--- src/sv/ita_pkg.sv ---
// ---------------------------------------------------------------------------
// ita_pkg
// Shared types, format codes and character helpers for the integer to ASCII
// formatter.
// ---------------------------------------------------------------------------
package ita_pkg;

    localparam logic [2:0] OP_SDEC = 3'd0;
    localparam logic [2:0] OP_UDEC = 3'd1;
    localparam logic [2:0] OP_HEXL = 3'd2;
    localparam logic [2:0] OP_HEXU = 3'd3;
    localparam logic [2:0] OP_PTR  = 3'd4;

    localparam int QUEUE_DEPTH = 2;
    localparam int QPTR_W      = $clog2(QUEUE_DEPTH);
    localparam int NDIGITS     = 16;
    localparam int DIDX_W      = $clog2(NDIGITS);

    // Reciprocal of ten, scaled by 2^35: exact quotient for every 32-bit value
    localparam logic [31:0] RECIP10       = 32'hCCCC_CCCD;
    localparam int          RECIP10_SHIFT = 35;

    localparam logic [7:0] CHR_ZERO  = 8'h30;
    localparam logic [7:0] CHR_MINUS = 8'h2D;
    localparam logic [7:0] CHR_X     = 8'h78;
    localparam logic [7:0] CHR_LOWA  = 8'h61;
    localparam logic [7:0] CHR_UPA   = 8'h41;

    typedef enum logic [1:0] {
        PFX_NONE,
        PFX_MINUS,
        PFX_HEX
    } pfx_t;

    typedef struct packed {
        logic [63:0] mag;
        logic        dec;
        logic        upper;
        pfx_t        pfx;
    } desc_t;

    typedef enum logic [1:0] {
        BK_IDLE,
        BK_CONV,
        BK_PFX,
        BK_DIGIT
    } bk_state_t;

    function automatic logic [7:0] digit_char(input logic [3:0] d, input logic upper);
        logic [7:0] c;
        begin
            if (d < 4'd10)
            begin
                c = CHR_ZERO + {4'd0, d};
            end
            else if (upper)
            begin
                c = CHR_UPA + {4'd0, d} - 8'd10;
            end
            else
            begin
                c = CHR_LOWA + {4'd0, d} - 8'd10;
            end
            return c;
        end
    endfunction

endpackage

--- src/sv/ita_queue.sv ---
// ---------------------------------------------------------------------------
// ita_queue
// Short descriptor queue between the front and back stages.
// ---------------------------------------------------------------------------
module ita_queue (
    input  logic               clk,
    input  logic               rst_n,
    input  logic               wr_en,
    output logic               q_full,
    input  ita_pkg::desc_t     wr_data,
    output logic               rd_valid,
    input  logic               rd_en,
    output ita_pkg::desc_t     rd_data
);

    ita_pkg::desc_t                data_reg [ita_pkg::QUEUE_DEPTH];
    logic [ita_pkg::QPTR_W-1:0]    wr_ptr_reg;
    logic [ita_pkg::QPTR_W-1:0]    wr_ptr_next;
    logic [ita_pkg::QPTR_W-1:0]    rd_ptr_reg;
    logic [ita_pkg::QPTR_W-1:0]    rd_ptr_next;
    logic [ita_pkg::QPTR_W:0]      count_reg;
    logic [ita_pkg::QPTR_W:0]      count_next;
    logic                          do_wr;
    logic                          do_rd;

    assign q_full   = (count_reg == (ita_pkg::QPTR_W+1)'(ita_pkg::QUEUE_DEPTH));
    assign rd_valid = (count_reg != '0);
    assign rd_data  = data_reg[rd_ptr_reg];
    assign do_wr    = wr_en && !q_full;
    assign do_rd    = rd_en && rd_valid;

    always_comb
    begin
        wr_ptr_next = wr_ptr_reg;
        rd_ptr_next = rd_ptr_reg;
        if (do_wr)
        begin
            wr_ptr_next = (wr_ptr_reg == ita_pkg::QPTR_W'(ita_pkg::QUEUE_DEPTH - 1))
                          ? '0 : wr_ptr_reg + 1'b1;
        end
        if (do_rd)
        begin
            rd_ptr_next = (rd_ptr_reg == ita_pkg::QPTR_W'(ita_pkg::QUEUE_DEPTH - 1))
                          ? '0 : rd_ptr_reg + 1'b1;
        end
        count_next = count_reg + {{ita_pkg::QPTR_W{1'b0}}, do_wr}
                               - {{ita_pkg::QPTR_W{1'b0}}, do_rd};
    end

    always_ff @(posedge clk or negedge rst_n)
    begin
        if (!rst_n)
        begin
            wr_ptr_reg <= '0;
            rd_ptr_reg <= '0;
            count_reg  <= '0;
        end
        else
        begin
            wr_ptr_reg <= wr_ptr_next;
            rd_ptr_reg <= rd_ptr_next;
            count_reg  <= count_next;
        end
    end

    always_ff @(posedge clk)
    begin
        if (do_wr)
        begin
            data_reg[wr_ptr_reg] <= wr_data;
        end
    end

endmodule

--- config.mk ---
export PLATFORM = sky130hd
export DESIGN_NAME = ita_queue
export DESIGN_NICKNAME = d
export VERILOG_FILES = /design/src/sv/ita_pkg.sv /design/src/sv/ita_queue.sv
export SDC_FILE = /design/constraint.sdc
export NUM_CORES = 1
export LEC_CHECK = 0
export BUFFER_PORTS_ARGS = -buffer_cell sky130_fd_sc_hd__buf_2
export CORE_ASPECT_RATIO = 0.6
export CORE_MARGIN = 1.5
export CORE_UTILIZATION = 36
export CTS_CLUSTER_SIZE = 30
export DETAILED_ROUTE_END_ITERATION = 12
export HOLD_SLACK_MARGIN = 0.02
export SLEW_MARGIN = 20
export SYNTH_ARGS = -nofsm -noshare
export SYNTH_HDL_FRONTEND = slang
export SYNTH_SLANG_ARGS = --single-unit
--- constraint.sdc ---
create_clock -name clk -period 4.54 [get_ports clk]
set_clock_uncertainty 0.05 [all_clocks]
set_input_delay 0.227 -clock clk [delete_from_list [all_inputs] [get_ports clk]]
set_output_delay 0.227 -clock clk [all_outputs]
set_load 0.02 [all_outputs]
# After elaboration in Yosys (flattened, before gate mapping)
# Memories as Yosys holds them, arrays and structs flattened.
# Index checks and enable logic that the tools add are counted.
# classes
add_sub_neg,4
eq_ne,1
mux,4
n_reduce_logical,4
# ops
cell,count
$mux 1,4
$add 1x1->1 const B,2
$add 2x1->2,1
$eq 2x2->1 const B,1
$logic_and 1x1->1,2
$reduce_bool 2->1,1
$sub 2x1->2,1
$logic_not 1->1,1
# word_totals
register_bits,4
mem_bits_rw,136
inputBits,72
out_inout_bits,70
elab_cells,17
n_memories,1
# memory_table
name,words,width,read_ports,rd_clocked_by_memory_dff,wr,line_no,rtl
data_reg,2,68,1,0,1,ita_queue.sv:16,ita_pkg::desc_t data_reg [ita_pkg::QUEUE_DEPTH];

# Logic depth before layout (Yosys ltp)
# logic_depth
ltp_word,5
ltp_mapped,7
ltp_nobuf,7

# Worst setup path after synthesis
# OpenSTA, ideal clock, no wires.
# synth_path
kind,register to register
from,register count_reg[1] (netlist name)
to,memory data_reg[0][0] (netlist name) (enable)
t_arrival_ps,3430
required_time_ps,3996
slack_ps,565
stages_incl_launch_ff,4
path_buffers,0
synth_period_minus_slack_ps,3975
cell_sequence,dfrtp_1 > nand2b_1 > nand2_1 > nor2_1
# synth_via
elab_chain_len,5
# synth_lines
element,line_no,rtl
start: declaration,ita_queue.sv:21,logic [ita_pkg::QPTR_W:0] count_reg;
start signal: assignment,ita_queue.sv:62,count_reg <= count_next;
$eq 2x2->1,ita_queue.sv:26,assign q_full = (count_reg == (ita_pkg::QPTR_W+1)'(ita_pkg::QUEUE_DEPTH));
$logic_not 1->1,ita_queue.sv:29,assign do_wr = wr_en && !q_full;
$logic_and 1x1->1,ita_queue.sv:29,
$mux 1,ita_queue.sv:68,if (do_wr)
$mux 1 (not written as such),ita_queue.sv:70,data_reg[wr_ptr_reg] <= wr_data;
end: declaration,ita_queue.sv:16,
# Every way passes these cells.

==> impl_metrics.json <==
{
  "outcome": "completed",
  "critPathCaptureType": "primary output",
  "tns_ns": 0,
  "design_area_um2": 7430,
  "hold_viol_final": 0,
  "placedCellCount": 558,
  "reg2reg_slack_ns": 2.24,
  "fin_worst_hold_slack_ns": 0.105,
  "use_met2_pct": 20.7,
  "drt-initial-drc-count": 119,
  "grtUsageTotal_pct": 13.7,
  "areaGrowthSynthToFinish_pct": 44.2,
  "synth_seq_cells": 140,
  "grt_pass1_vias": 3011,
  "fill_cells": 1141,
  "grt_antenna_before_repair": 1,
  "power.density_nw_per_um2": 652,
  "min_period_ns": 2.42,
  "core.rowCount": 33,
  "antenna_left": 0,
  "holdPathEnd": "rd_ptr_reg",
  "hold_path.class": "input pin to flop",
  "place_congestion": 0.742,
  "critPathRequiredTime_ns": 4.26,
  "largest_reg_flops": 136,
  "initial_core_util_pct": 37.3,
  "rsz0062_at_grt": "no",
  "critPathArrivalTime_ns": 2.14,
  "clock_sinks": 140,
  "ir_worst_vdd_v": 0.000499,
  "netlist_instances": 230,
  "synth-warning-count": 0,
  "grt_pass1_wl_mm": 14.9,
  "final_layout_size_suffix_gt1_share_pct": 52.7,
  "synth_area_um2": 5150,
  "wl_per_cell_um": 15.1,
  "clk_latency_ns": 0.40,
  "fin_nets": 528,
  "maxSlewHeadroom_pct": 32.9,
  "htree_levels": 4,
  "clk_pin_slew_ns": 0.06,
  "max_freq_mhz": 414,
  "grt_remaining_overflow": 0,
  "grt_max_degree": 70,
  "layout.cells.non_filler": 660,
  "slew_viol_final": 0,
  "reg2reg_depth": 3,
  "cts_inserted_buffers": 17,
  "synth.avg_cell_area_um2": 22.4,
  "synth.distinct_cells": 17,
  "grt_use_met3_pct": 6.59,
  "placed_cell_area_um2": 6090,
  "max_cap_viol_count": 0,
  "cp_max_fo": 69,
  "met1_usage_pct": 17.5,
  "die_w_um": 157,
  "core_area_um2": 13800,
  "path_class": "flop to primary output",
  "clockBufferDepth": 2,
  "ios": 142,
  "reg2reg_from": "count_reg[0]",
  "dp_hpwl_mm": 6.26,
  "die-area_um2": 15100,
  "cts-root-buf": "clkbuf_16",
  "drt_wl_total_mm": 9.98,
  "dr.pass1.iters": 4,
  "drc": 0,
  "top_usage_layer": "met2",
  "die_h_um": 95.6,
  "min-delay-start": "rd_en",
  "cp-start-kind": "flop",
  "worst_slew_pin_slew_ns": 1.01,
  "hold-path-cell-count": 3,
  "vias_per_cell": 4.32,
  "synth-seq-area-share_pct": 81.2,
  "period_share_pct": 53.2,
  "syn_nets": 304,
  "power_leakage_nw": 2.85,
  "num_vias": 2851,
  "final-setup-viol-count": 0,
  "port_buffers": 141,
  "r2r_end": "data_reg[1][22]",
  "cts_tree": "yes"
}
==> timing repair <==
item,4_1_cts,5_1_grt
setup buffers,0,0
hold buffers,69,0
gates resized for setup,0,0
hold endpoints to repair,140,0
==> area by class of cell <==
type                    count  area, um2  share of cell area (%)
flip-flops and latches    140       4190                    56.4
repair buffers            213       1440                    19.4
multi-input cells          80        905                    12.2
clock buffers              20        447                    6.01
well taps                 192        240                    3.23
clock inverters            12        195                    2.63
inverters                   2       7.51                   0.101
diodes                      1       2.50                  0.0337
==> how the worst max path moves through the flow <==
stage / end / startpoint / cells after the start / slack [ns]
floorplan: data_reg[0][0] / count_reg[1] / 3 / 0.57
global placement: data_reg[0][26] / count_reg[1] / 4 / 2.25
detailed placement: data_reg[1][60] / count_reg[1] / 3 / 2.22
CTS: rd_data[22] / rd_ptr_reg / 2 / 2.08
global route: rd_data[22] / rd_ptr_reg / 2 / 2.00
finish: rd_data[1] / rd_ptr_reg / 2 / 2.12
==> routing by layer <==
layer  vias to the layer above  routed length [um]
met4                         0                  87
li1                       1359                   -
met3                        10                 986
met5                         -                   0
met2                       115                4320
met1                      1367                4590
==> logic make-up (layout without fill, tap and decap cells) <==
| family | after synthesis | count (layout) | share of synthesized area, % |
|---|---|---|---|
| AND/OR/NAND/NOR | 6 | 6 | 0.632 |
| adder cells (fa/ha/maj) | 2 | 2 | 0.486 |
| multiplexers | 68 | 68 | 15.6 |
| flip-flops | 140 | 140 | 81.2 |
| other | 0 | 1 | 0 |
| XOR/XNOR | 4 | 4 | 0.680 |
| buffers and inverters | 10 | 247 | 1.36 |
==> per-stage QoR <==
step           util, %  setup WS, ns  power [mW]
6_report          53.9          2.12        4.84
4_1_cts           53.8          2.08        4.91
5_1_grt           53.9          2.00        5.06
3_5_place_dp      44.2          2.22        3.37
3_3_place_gp      44.0          2.25        3.33
2_1_floorplan        -         0.565        2.92
==> power breakdown <==
group | internal [mW] | switching (mW)
clock | 0.987 | 0.489
combinational | 0.623 | 0.778
sequential | 1.77 | 0.195
total | 3.38 | 1.46
==> synth_stat cells (all sizes together) <==
cell type	count	area, um2
nand2	1	3.75
dfrtp	4	100
and2	1	6.26
inv	2	7.51
nor2	1	3.75
nand2b	1	6.26
xnor2	3	26.3
and3	1	6.26
ha	2	25.0
xor2	1	8.76
buf	8	62.6
edfxtp	136	4080
mux2	68	803
or2	1	6.26
==> cells in the final DEF (no fill, tap or decap), types with 2 or more instances in the layout <==
cell / instances
buf_2: 141
edfxtp_1: 136
dlygate4sd3_1: 69
mux2_2: 58
clkbuf_16: 17
mux2_4: 10
bufinv_16: 5
clkinv_2: 4
xnor2_1: 3
dfrtp_1: 3
inv_1: 2
ha_1: 2
clkinv_4: 2
clkbuf_1: 2
buf_12: 2
==> worst max-delay path, stage by stage, from the launching register on <==
cell and delay [ns]:
dfrtp_4 1.08, mux2_2 0.43, buf_2 0.17
No activity file was read; power rests on OpenSTA's default activity.
