`src/sv/ita_pkg.sv`:
```
// ---------------------------------------------------------------------------
// ita_pkg
// Shared types, format codes and character helpers for the integer to ASCII
// formatter.
// ---------------------------------------------------------------------------
package ita_pkg;

    localparam logic [2:0] OP_SDEC = 3'd0;
    localparam logic [2:0] OP_UDEC = 3'd1;
    localparam logic [2:0] OP_HEXL = 3'd2;
    localparam logic [2:0] OP_HEXU = 3'd3;
    localparam logic [2:0] OP_PTR  = 3'd4;

    localparam int QUEUE_DEPTH = 2;
    localparam int QPTR_W      = $clog2(QUEUE_DEPTH);
    localparam int NDIGITS     = 16;
    localparam int DIDX_W      = $clog2(NDIGITS);

    // Reciprocal of ten, scaled by 2^35: exact quotient for every 32-bit value
    localparam logic [31:0] RECIP10       = 32'hCCCC_CCCD;
    localparam int          RECIP10_SHIFT = 35;

    localparam logic [7:0] CHR_ZERO  = 8'h30;
    localparam logic [7:0] CHR_MINUS = 8'h2D;
    localparam logic [7:0] CHR_X     = 8'h78;
    localparam logic [7:0] CHR_LOWA  = 8'h61;
    localparam logic [7:0] CHR_UPA   = 8'h41;

    typedef enum logic [1:0] {
        PFX_NONE,
        PFX_MINUS,
        PFX_HEX
    } pfx_t;

    typedef struct packed {
        logic [63:0] mag;
        logic        dec;
        logic        upper;
        pfx_t        pfx;
    } desc_t;

    typedef enum logic [1:0] {
        BK_IDLE,
        BK_CONV,
        BK_PFX,
        BK_DIGIT
    } bk_state_t;

    function automatic logic [7:0] digit_char(input logic [3:0] d, input logic upper);
        logic [7:0] c;
        begin
            if (d < 4'd10)
            begin
                c = CHR_ZERO + {4'd0, d};
            end
            else if (upper)
            begin
                c = CHR_UPA + {4'd0, d} - 8'd10;
            end
            else
            begin
                c = CHR_LOWA + {4'd0, d} - 8'd10;
            end
            return c;
        end
    endfunction

endpackage

```
`src/sv/ita_front.sv`:
```
// ---------------------------------------------------------------------------
// ita_front
// Input stage: registers one item, sorts it by format, works out the
// magnitude and prefix, and passes a descriptor on to the queue (unknown formats are dropped).
// ---------------------------------------------------------------------------
module ita_front (
    input  logic               clk,
    input  logic               rst_n,
    input  logic               push,
    output logic               full,
    input  logic [2:0]         op,
    input  logic [63:0]        value,
    output logic               q_push,
    input  logic               q_full,
    output ita_pkg::desc_t     q_data
);

    logic        hold_valid_reg;
    logic        hold_valid_next;
    logic [2:0]  op_reg;
    logic [63:0] value_reg;
    logic        known;
    logic        leave;
    logic        accept;
    logic [31:0] lo;

    assign lo = value_reg[31:0];

    always_comb
    begin
        known        = 1'b1;
        q_data.mag   = {32'd0, lo};
        q_data.dec   = 1'b0;
        q_data.upper = 1'b0;
        q_data.pfx   = ita_pkg::PFX_NONE;
        case (op_reg)
            ita_pkg::OP_SDEC:
            begin
                q_data.dec = 1'b1;
                if (lo[31])
                begin
                    q_data.mag = {32'd0, ~lo + 32'd1};
                    q_data.pfx = ita_pkg::PFX_MINUS;
                end
            end
            ita_pkg::OP_UDEC:
            begin
                q_data.dec = 1'b1;
            end
            ita_pkg::OP_HEXL:
            begin
                q_data.upper = 1'b0;
            end
            ita_pkg::OP_HEXU:
            begin
                q_data.upper = 1'b1;
            end
            ita_pkg::OP_PTR:
            begin
                q_data.mag = value_reg;
                q_data.pfx = ita_pkg::PFX_HEX;
            end
            default:
            begin
                known = 1'b0;
            end
        endcase
    end

    // drop unknown formats without touching the queue
    assign leave           = hold_valid_reg && (!known || !q_full);
    assign q_push          = hold_valid_reg && known && !q_full;
    assign full            = hold_valid_reg && !leave;
    assign accept          = push && !full;
    assign hold_valid_next = accept ? 1'b1 : (leave ? 1'b0 : hold_valid_reg);

    always_ff @(posedge clk or negedge rst_n)
    begin
        if (!rst_n)
        begin
            hold_valid_reg <= 1'b0;
        end
        else
        begin
            hold_valid_reg <= hold_valid_next;
        end
    end

    always_ff @(posedge clk)
    begin
        if (accept)
        begin
            op_reg    <= op;
            value_reg <= value;
        end
    end

endmodule

```
`config.mk`:
```
export PLATFORM = sky130hd
export DESIGN_NAME = ita_front
export DESIGN_NICKNAME = d
export VERILOG_FILES = /design/src/sv/ita_pkg.sv /design/src/sv/ita_front.sv
export SDC_FILE = /design/constraint.sdc
export NUM_CORES = 1
export LEC_CHECK = 0
export ABC_CLOCK_PERIOD_IN_PS = 5900
export BUFFER_PORTS_ARGS = -buffer_cell sky130_fd_sc_hd__buf_2
export CORE_UTILIZATION = 50
export CTS_CLUSTER_DIAMETER = 100
export DETAILED_ROUTE_END_ITERATION = 10
export PLACE_DENSITY = 0.84
export SYNTH_ARGS = -nofsm -noshare
export SYNTH_HDL_FRONTEND = slang
export SYNTH_SLANG_ARGS = --single-unit
```
`constraint.sdc`:
```
create_clock -name clk -period 5.9 [get_ports clk]
set_input_delay 0 -clock clk [delete_from_list [all_inputs] [get_ports clk]]
set_output_delay 0 -clock clk [all_outputs]
set_load 0.01 [all_outputs]
```
=== After elaboration in Yosys (flattened, before gate mapping) ===
Index checks and enable logic that the tools add are counted.

* Register bits: 68
* Bits of input ports: 71

* $add $sub $neg: 1
* Equality and inequality tests: 4
* Muxes and demuxes: 9
* Bitwise operators: 1
* Reduce and logical (&&, ||, !) cells: 14

{| class="wikitable"
|+ Operators by type and width
! cell !! number
|-
| case mux 64 bit (2 select lines) || 1
|-
| adder 32 x 1 -> 32 bit (second input constant) || 1
|-
| two-way mux 32 bit || 1
|-
| inverter 32 bit || 1
|-
| equality test 3 x 2 -> 1 bit (second input constant) || 2
|-
| two-way mux 1 bit || 6
|-
| logical AND 1 bit || 5
|-
| OR reduction 5 bit || 1
|-
| zero test 1 bit || 4
|-
| case mux 2 bit (2 select lines) || 1
|-
| equality test 3 x 1 -> 1 bit (second input constant) || 1
|-
| equality test 3 bit (second input constant) || 1
|-
| zero test 3 bit || 1
|-
| nonzero test 2 bit || 1
|-
| OR reduction 2 bit || 1
|-
| logical OR 1 bit || 1
|}

=== Depth between registers and ports, before layout ===
* Depth after elaboration: 11
* Depth in mapped cells: 5
* Gate-level depth less buffers: 5

=== Worst setup path after synthesis ===
Ideal clock, no wire load.

* Path type: reg-to-reg
* From: register op_reg[1]
* To: register op_reg[0], enable pin
* Arrival time: 2.229 ns
* Data required time: 5.468 ns
* Setup slack: 3.238 ns
* Cell stages (with the launch flop): 4
* Path buffers: 0
* Period minus slack after synthesis: 2.662 ns
* Path through: edfxtp_1 -> o21ai_0 -> nand3_1 -> and2_1

* Cells in the longest elaborated chain, start to end: 10
* Elaborated cells between the ends (all ways): 14

{| class="wikitable"
|+ RTL lines
! what !! RTL line !! source
|-
| from (decl) || ita_front.sv:20 || <nowiki>logic [2:0] op_reg;</nowiki>
|-
| from (signal assigned) || ita_front.sv:93 || <nowiki>op_reg <= op;</nowiki>
|-
| equality test 3 bit (tied with other cells) || ita_front.sv:36 || <nowiki>case (op_reg)</nowiki>
|-
| OR reduction 5 bit (no source line) (*) || n/a ||
|-
| two-way mux 1 bit (*) || ita_front.sv:36 ||
|-
| zero test 1 bit (*) || ita_front.sv:71 || <nowiki>assign leave = hold_valid_reg && (!known || !q_full);</nowiki>
|-
| logical OR 1 bit (*) || ita_front.sv:71 ||
|-
| logical AND 1 bit (*) || ita_front.sv:71 ||
|-
| zero test 1 bit (*) || ita_front.sv:73 || <nowiki>assign full = hold_valid_reg && !leave;</nowiki>
|-
| logical AND 1 bit (*) || ita_front.sv:73 ||
|-
| zero test 1 bit (*) || ita_front.sv:74 || <nowiki>assign accept = push && !full;</nowiki>
|-
| logical AND 1 bit (*) || ita_front.sv:74 ||
|-
| net accept || ita_front.sv:24 || <nowiki>logic accept;</nowiki>
|}

Mark *: on every way through the listed nets, which the timed path passes. The rest lies on a longest branch.
A chain may end at the register's enable or synchronous reset.

==> results.py <==
metrics = {
    "synthesis": {
        "synth_top_flop_cell": "edfxtp_1",
        "synth_top_family_by_area": "simple AND/OR/NAND/NOR gates",
        "synth_cell_types": 33,
        "synth_area_um2": 3055,
        "synth_edf_count": 67,
        "synthXorXnorAreaFrac": 0.08026,
        "synthMuxAreaShare": 0,
        "synth_compound_area_frac": 0.07821,
        "synthSimpleGateAreaFrac": 0.1552,
        "avgSynthCellArea_um2": 14.02,
        "synth-seq-cells": 68,
        "ys_seq_area_frac": 0.6667,
        "async_reset_ff_frac": 0.01471,
        "yosys_warnings": 0,
        "netlist_instances": 218,
        "synth_adder_area_share": 0.004095,
        "syn_nets": 290,
    },
    "cts": {
        "htreeDepth": 3,
        "cts_setup_buffers": 0,
        "numCtsBuffers": 9,
        "cts.clk_slew.worst_paths_ps": 80,
        "postCtsResizedCells": 0,
        "cts_tree": "done",
        "clkLatencyLatePin_ps": 330,
        "clock_tree.root_cell": "clkbuf_8",
        "cts.sinks": 68,
        "clock_path_buffers": 2,
    },
    "global_route": {
        "grt_max_degree": 55,
        "grt_antenna_before_repair": 0,
        "grtUsageTotal": 0.2981,
        "grt_pass1_wl_um": 13630,
        "grt_pass1_vias": 2657,
        "overflow": 0,
    },
    "placed_design": {
        "dpl_cell_area_um2": 3839,
        "dp_cells": 427,
        "hpwlAfterDp_um": 4941,
        "portBuffers": 140,
        "gp_congestion": 0.7653,
    },
    "drt": {
        "via_per_inst": 5.305,
        "drtAntennaViolNets": 0,
        "firstDrtPassIters": 4,
        "via_count": 2727,
        "drt_wl_total_um": 9447,
        "avgRoutedWirePerCell_um": 18.38,
        "drt_iter0_markers": 119,
        "drc": 0,
    },
    "setup_path": {
        "cp_max_fo": 24,
        "critPathKind": "reg -> out",
        "endpoint_kind": "output port",
        "required_ps": 5900,
        "critPathLaunchType": "flop",
        "arrival_ps": 2910,
    },
    "power": {
        "pwr-share-seq": 0.487,
        "power.total_w": 0.001209,
        "combPwrFrac": 0.133,
        "pwr-share-clk": 0.380,
        "p_int_w": 0.0009331,
        "cellLeakagePower_nw": 2.025,
        "switching_power_w": 0.0002760,
        "vdd_ir_drop_max_mv": 0.1906,
        "swShare": 0.2283,
        "powerDensity_nw_per_um2": 252.9,
    },
    "timing": {
        "max_freq_mhz": 344.0,
        "hold_viol": 0,
        "slew_headroom": 0.4665,
        "skew_ps": 8.380,
        "timing.final.crit_share": 0.4927,
        "tightest_slew_ps": 799.3,
        "rsz0062_at_grt": "false",
        "drv_slew": 0,
        "tns_ps": 0,
        "fin_crit_ps": 2907,
        "setup_violations": 0,
    },
    "cells_and_area": {
        "area_delta_synth_final_pct": 56.47,
        "largest_register_ffs": 64,
        "drive_gt1_frac": 0.3827,
        "nets": 506,
        "mostFrequentLayoutCell": "buf_2",
        "mostFrequentLayoutCells": "140 x buf_2, 71 x dlygate4sd3_1, 67 x edfxtp_1",
        "fin_cells": 514,
        "antenna_cells": 0,
        "postLayoutCellArea_um2": 4781,
    },
    "floorplan": {
        "die_h_um": 80.17,
        "coreArea_um2": 5921,
        "row_count": 28,
        "chipWidth_um": 80.17,
        "initial_core_util": 0.5161,
        "die-area_um2": 6427,
        "ios": 141,
    },
    "hold_path": {
        "hold_class": "in -> out",
    },
    "job": {
        "max-cap-violations": 0,
    },
    "status": {
        "outcome": "finished, final reports clean",
    },
}
-- routing by layer --
layer,global-route usage,up-vias,wire (um)
li1,-,1239,-
met3,0.09205,22,908
met5,0,-,0
met2,0.5137,165,4745
met1,0.3434,1301,3560
met4,0.1232,0,233
-- synthesized netlist by cell type, types with 4 or more instances --
master	count	share of area
edfxtp_1	67	0.66
and2_1	34	0.070
xnor2_1	21	0.060
nor2_1	10	0.012
nor3_1	9	0.015
o31ai_1	9	0.022
nand2_1	8	0.0098
o21ai_0	8	0.013
xor2_1	7	0.020
a21oi_1	5	0.0082
clkbuf_1	5	0.0061
inv_1	4	0.0049
o41ai_2	4	0.021
-- metrics by stage --
stage	utilization	worst slack [ps]	hold slack, ps
final	0.8075	2993	261.6
after floorplan	-	3238	-295.6
after CTS	0.8075	3054	250.2
after detailed placement	0.6484	3415	-222.5
after global placement	0.6484	3529	-225.0
after global routing	0.8075	2803	271.3
-- path summary, 6_finish.rpt --
check,from,to,slack [ps],depth (start not counted)
worst max-delay path,op_reg[1]$_DFFE_PP_,q_data[13],2990,5
worst max register to register,op_reg[1]$_DFFE_PP_,value_reg[20]$_DFFE_PP_,3700,4
worst min register to register,hold_valid_reg$_DFFE_PN0P_,value_reg[30]$_DFFE_PP_,1060,2
worst min-delay path,q_full,q_push,260,3
min in group asynchronous,rst_n,hold_valid_reg$_DFFE_PN0P_,500,3
max in group asynchronous,rst_n,hold_valid_reg$_DFFE_PN0P_,5300,3
-- worst max-delay path, stage by stage (launching register included) --
cell	delay [ps]
edfxtp_1	470
or4b_1	750
inv_1	680
o21ai_0	300
xnor2_1	230
buf_2	160
-- area by class of cell --
class / instances / area, um2
Sequential cell: 68 / 2037
Timing Repair Buffer: 213 / 1426
Fill cell: 308 / 1140
Multi-Input combinational cell: 138 / 977.2
Clock buffer: 11 / 131.4
Clock inverter: 5 / 100.1
Tap cell: 75 / 93.84
Inverter: 4 / 15.01
-- power groups by stage --
stage                     Sequential, W  Combinational (W)  Clock [W]
after global routing           0.000592           0.000172   0.000480
final                          0.000589           0.000161   0.000459
after detailed placement       0.000597           0.000117          0
after floorplan                0.000593          0.0000602          0
after CTS                      0.000586           0.000154   0.000452
after global placement         0.000595           0.000114          0
-- what timing repair did --
item                                   4_1_cts  5_1_grt
hold buffers                                71        0
endpoints found under the hold margin       69        0
setup endpoints to repair                    0        0
-- cells by family after synthesis --
kind of cell	count (synthesis)
buffers and inverters	12
XOR/XNOR	28
AND/OR/NAND/NOR	78
flip-flops	68
AO/OA/AOI/OAI	31
adder cells (fa/ha/maj)	1
Note: power is estimated with default switching activity, not from simulation.
